### config.mk
export PLATFORM = sky130hd
export DESIGN_NAME = gasa_pen
export DESIGN_NICKNAME = d
export VERILOG_FILES = /design/src/rtl/gasa_pkg.sv /design/src/rtl/gasa_pen.sv
export SDC_FILE = /design/constraint.sdc
export NUM_CORES = 1
export LEC_CHECK = 0
export ABC_AREA = 1
export BUFFER_PORTS_ARGS = -buffer_cell sky130_fd_sc_hd__buf_4
export CAP_MARGIN = 25
export CORE_ASPECT_RATIO = 1.75
export CORE_MARGIN = 2
export CORE_UTILIZATION = 59
export DETAILED_ROUTE_END_ITERATION = 12
export PLACE_DENSITY = 0.82
export SYNTH_ARGS = -nofsm -noshare
export SYNTH_HDL_FRONTEND = slang
export SYNTH_SLANG_ARGS = --single-unit
### constraint.sdc
create_clock -name clk_i -period 4.55 [get_ports clk_i]
set_input_delay 0 -clock clk_i [delete_from_list [all_inputs] [get_ports clk_i]]
set_output_delay 0 -clock clk_i [all_outputs]
set_load 0.01 [all_outputs]
### src/rtl/gasa_pkg.sv
package gasa_pkg;

  localparam int unsigned TABLE_ENTRIES_DEF = 2048;

  localparam int unsigned KEY_W   = 32;
  localparam int unsigned DIM_W   = 12;
  localparam int unsigned COORD_W = 16;
  localparam int unsigned ATLAS_W = 15;
  localparam int unsigned IDX_W   = 11;

  localparam logic [ATLAS_W-1:0] ATLAS_RESET = 15'd1024;
  localparam logic [COORD_W:0]   SHELF_PAD   = 17'd2;
  localparam logic [COORD_W-1:0] COORD_MAX   = 16'hFFFF;
  localparam logic [COORD_W-1:0] PEN_HOME    = 16'd1;

  localparam logic REQ_LOOKUP = 1'b0;
  localparam logic REQ_INSERT = 1'b1;

  typedef struct packed {
    logic [KEY_W-1:0]   key;
    logic [DIM_W-1:0]   width;
    logic [DIM_W-1:0]   height;
    logic [DIM_W-1:0]   bearing_left;
    logic [DIM_W-1:0]   bearing_top;
    logic [DIM_W-1:0]   advance;
    logic [COORD_W-1:0] pos_x;
    logic [COORD_W-1:0] pos_y;
  } entry_t;

  typedef struct packed {
    logic wrap;
    logic fit;
    logic place;
  } pen_cmd_t;

  typedef struct packed {
    logic [COORD_W-1:0] col;
    logic [COORD_W-1:0] row;
    logic               flush;
  } pen_stat_t;

  function automatic logic [COORD_W-1:0] sat16(input logic [COORD_W:0] v);
    sat16 = v[COORD_W] ? COORD_MAX : v[COORD_W-1:0];
  endfunction

endpackage

### src/rtl/gasa_pen.sv
module gasa_pen (
  input  logic                             clk_i,
  input  logic                             rst_ni,
  input  logic [gasa_pkg::ATLAS_W-1:0]     atlas_size_i,
  input  logic [gasa_pkg::DIM_W-1:0]       width_i,
  input  logic [gasa_pkg::DIM_W-1:0]       height_i,
  input  gasa_pkg::pen_cmd_t               cmd_i,
  output gasa_pkg::pen_stat_t              stat_o
);

  logic [gasa_pkg::COORD_W-1:0] col_q, col_d;
  logic [gasa_pkg::COORD_W-1:0] row_q, row_d;
  logic [gasa_pkg::DIM_W-1:0]   shelf_q, shelf_d;
  logic [gasa_pkg::COORD_W:0]   col_adv, row_wrap, row_fit, atlas_ext;
  logic                         wrap_now, flush_now;

  always_comb begin
    atlas_ext = (gasa_pkg::COORD_W+1)'(atlas_size_i);
    col_adv   = (gasa_pkg::COORD_W+1)'(col_q) + (gasa_pkg::COORD_W+1)'(width_i)
              + gasa_pkg::SHELF_PAD;
    row_wrap  = (gasa_pkg::COORD_W+1)'(row_q) + (gasa_pkg::COORD_W+1)'(shelf_q)
              + gasa_pkg::SHELF_PAD;
    row_fit   = (gasa_pkg::COORD_W+1)'(row_q) + (gasa_pkg::COORD_W+1)'(height_i)
              + gasa_pkg::SHELF_PAD;
    wrap_now  = cmd_i.wrap && (col_adv >= atlas_ext);
    flush_now = cmd_i.fit && (row_fit >= atlas_ext);

    priority if (wrap_now) begin
      col_d   = gasa_pkg::PEN_HOME;
      row_d   = gasa_pkg::sat16(row_wrap);
      shelf_d = '0;
    end else if (flush_now) begin
      col_d   = gasa_pkg::PEN_HOME;
      row_d   = gasa_pkg::PEN_HOME;
      shelf_d = '0;
    end else if (cmd_i.place) begin
      col_d   = gasa_pkg::sat16(col_adv);
      row_d   = row_q;
      shelf_d = (height_i > shelf_q) ? height_i : shelf_q;
    end else begin
      col_d   = col_q;
      row_d   = row_q;
      shelf_d = shelf_q;
    end
  end

  always_ff @(posedge clk_i or negedge rst_ni) begin
    if (!rst_ni) begin
      col_q   <= gasa_pkg::PEN_HOME;
      row_q   <= gasa_pkg::PEN_HOME;
      shelf_q <= '0;
    end else begin
      col_q   <= col_d;
      row_q   <= row_d;
      shelf_q <= shelf_d;
    end
  end

  assign stat_o.col   = col_q;
  assign stat_o.row   = row_q;
  assign stat_o.flush = flush_now;

endmodule

==> impl_metrics.csv <==
group,metric,value,unit
yosys,async_reset_ff_frac,1.000,
yosys,ys_ff_latch,44,
cells_and_area,fin_cells,994,
clocking,cts_buffers,5,
sta,slew_headroom,0.2812,
yosys,synth.distinct_cells,42,
sta,finalClockSkew,0.008598,ns
yosys,synth_cells,806,
yosys,yosysWarnings,0,
pwr,ir_drop,0.3679,mV
global_route,globalRouteOverflowTotal,0,
clocking,path_clk_slew,0.07,ns
cells_and_area,final.fill_count,829,
yosys,synth_nets,967,
sta,setup_tns,0,ns
detailed_routing,drt-wirelength-per-cell,16.38,um
placement,dp.cells,985,
cells_and_area,drive_gt1_frac,0.1307,
pwr,p_leak,3.821,nW
detailed_routing,num_vias,5824,
clocking,cts_sinks,44,
min_path,min-delay-start,"height_i[0]",
yosys,synth-edff-count,0,
worst_setup_path,rr_worst_depth,22,
yosys,synth_area_leaders,"ha_1 25%, dfrtp_1 19%, nand2_1 14%",
clocking,clock_latency,0.30,ns
clocking,cts_resized,0,
cells_and_area,final_cell_area,6446,um2
worst_setup_path,reg2reg_setup_slack,0.47,ns
floorplan,die_h,133.6,um
sta,rsz0062_at_grt,"no",
worst_setup_path,path_buf_inv,1,
floorplan,die_area,10420,um2
worst_setup_path,timing.rr.start,"row_q[3]$_DFFE_PN0P_",
sta,slew_viol_final,0,
run_status,status,"completed",
yosys,synth.most_common_cell,"nand2_1",
detailed_routing,first_pass_iters,5,
detailed_routing,ant_nets,0,
yosys,syn_avg_cell_area,7.021,um2
floorplan,start_util,0.6015,
cells_and_area,multiInputGateArea,3980,um2
worst_setup_path,start_kind,"register",
sta,clock.fmax,0.2451,GHz
clocking,clockBufferDepth,2,
clocking,htreeDepth,2,
worst_setup_path,path_depth,22,
clocking,cts-root-buf,"clkbuf_16",
yosys,netlist_area,5659,um2
worst_setup_path,path_delay_family,"simple AND/OR/NAND/NOR gates",
clocking,cts_setup_buffers,0,
yosys,synthTopCellsByCount,"212 x nand2_1, 118 x inv_1, 114 x ha_1, 53 x nand3_1, 45 x nor2_1",
global_route,grt_pass1_vias,6092,
global_route,grtUsageTotal,0.3224,
cells_and_area,synthToLayoutAreaGrowth,13.91,%
placement,io_buffers,76,
flow_run,max_cap_viol_count,0,
yosys,yosys.area.top_type,"ha_1",
floorplan,die_w,78.04,um
detailed_routing,via_per_inst,5.859,
worst_setup_path,cp.arrival,4.31,ns
placement,dpl_cell_area,6269,um2
yosys,synth_top_area_frac,0.2520,
global_route,grt_first_pass_wirelength,26.81,mm
yosys,synthFlopType,"dfrtp_1",
clocking,hold_buffers,1,
floorplan,core_area,9409,um2
worst_setup_path,cp_common_cell,"nand2_1",
sta,hold_viol_final,0,
clocking,cts_tree,"built",
min_path,hp-class,"input port to register",
worst_setup_path,crit_required,4.78,ns
cells_and_area,regArea,1104,um2
pwr,p_per_area,648.2,nW/um2
cells_and_area,num_antenna_cells,0,
placement,gp_congestion,1.091,
sta,worst_slew_pin_slew,1.077,ns
global_route,grt_antenna_before_repair,0,
cells_and_area,final_nets,1032,
worst_setup_path,cp-end-kind,"register",
yosys,yosysSeqAreaShare,0.1950,
worst_setup_path,crit_chain,"ha_1 -> ha_1 -> nand3_1 -> nand2_1 -> nand4_1 -> nand2_1 -> nand2_1 -> nor2_1 -> nor2_1 -> o21ai_0 -> xor2_1 -> ha_1 -> a21oi_1 -> o21ai_0 -> a21oi_1 -> nand2_1 -> nor2_1 -> nand2_1 -> nand2_4 -> buf_4 -> nand4_1 -> nand2_1",
placement,dp_hpwl,13.07,mm
sta,period_share,0.8966,
worst_setup_path,critPathKind,"register to register",
floorplan,num_io_pins,77,
floorplan,row_count,47,
sta,setup_viol,0,
global_route,grt_max_degree,46,
worst_setup_path,cp_max_fo,29,
min_path,hold_depth,3,
worst_setup_path,max_stage_delay,0.46,ns
detailed_routing,drcViolationCount,0,
detailed_routing,drt_iter0_drc,269,
sta,period_needed,4.079,ns
worst_setup_path,cpMaxStageDelayCell,"dfrtp_1",
detailed_routing,routed_wl,16.28,mm
worst_setup_path,critPathLaunch,"row_q[3]$_DFFE_PN0P_",
## cell usage in the layout (no fill, tap or decap), types with 4 or more instances in the layout
| cell | Yosys | layout |
|---|---|---|
| nand2_1 | 212 | 212 |
| inv_1 | 118 | 118 |
| ha_1 | 114 | 114 |
| buf_4 | 6 | 77 |
| nand3_1 | 53 | 53 |
| nor2_1 | 45 | 45 |
| a21oi_1 | 42 | 42 |
| dfrtp_1 | 42 | 42 |
| nand4_1 | 41 | 41 |
| o21ai_0 | 28 | 28 |
| xor2_1 | 18 | 18 |
| a21oi_2 | 11 | 11 |
| xnor2_1 | 9 | 9 |
| nor3_1 | 6 | 6 |
| clkbuf_16 | 0 | 5 |
| a21o_1 | 4 | 4 |
| a31oi_1 | 4 | 4 |
## worst min-delay path, stage by stage
cell	delay [ns]
buf_4	0.12
nand3_1	0.07
a21oi_1	0.07
## final timing paths
check | end
max in group asynchronous | row_q[14]$_DFFE_PN0P_
min in group asynchronous | shelf_q[2]$_DFFE_PN0P_
worst max-delay path | col_q[6]$_DFFE_PN0P_
worst min-delay path | shelf_q[0]$_DFFE_PN0P_
worst max register to register | col_q[6]$_DFFE_PN0P_
worst min register to register | col_q[0]$_DFFE_PN1P_
## logic make-up after synthesis
family / share of synthesized area
AOI/OAI and AO/OA: 0.1083
xor gates and xnor gates: 0.04179
adders and majority gates: 0.2627
buffers and inverters: 0.1017
DFF: 0.1950
and+or+nand+nor: 0.2905
## layer usage
metal,global-route usage,up-vias,share of wire
met5,0,-,0
met4,0.2427,0,0.076
met3,0.02913,84,0.044
met2,0.6250,250,0.54
met1,0.2998,2672,0.34
li1,-,2818,-
## final cells by class
cell class / instances / area share
multi-input cells: 621 / 0.6174
flip-flops and latches: 44 / 0.1712
repair buffers: 78 / 0.09123
inverters: 121 / 0.07046
well taps: 122 / 0.02368
clock buffers: 5 / 0.01941
clock inverters: 3 / 0.006599
## power by group
part / switching (mW) / internal [mW]
registers: 0.180 / 0.553
logic: 1.84 / 1.17
clock network: 0.172 / 0.259
total: 2.20 / 1.98
## through the flow
step	setup slack, ns	util	hold slack, ns	power (mW)
after floorplan	1.281	-	-0.2956	2.918
after detailed placement	0.5581	0.6662	0.04461	3.700
final	0.4706	0.6851	0.008461	4.178
after CTS	0.5399	0.6851	0.002604	4.151
after global routing	0.02459	0.6851	0.02910	4.625
after global placement	0.6981	0.6662	0.03899	3.576
## sequential cells by signal, indices dropped and copies added (netlist names)
register and count:
col_q 16, row_q 16, shelf_q 12
Note: power is estimated with default switching activity, not from simulation.
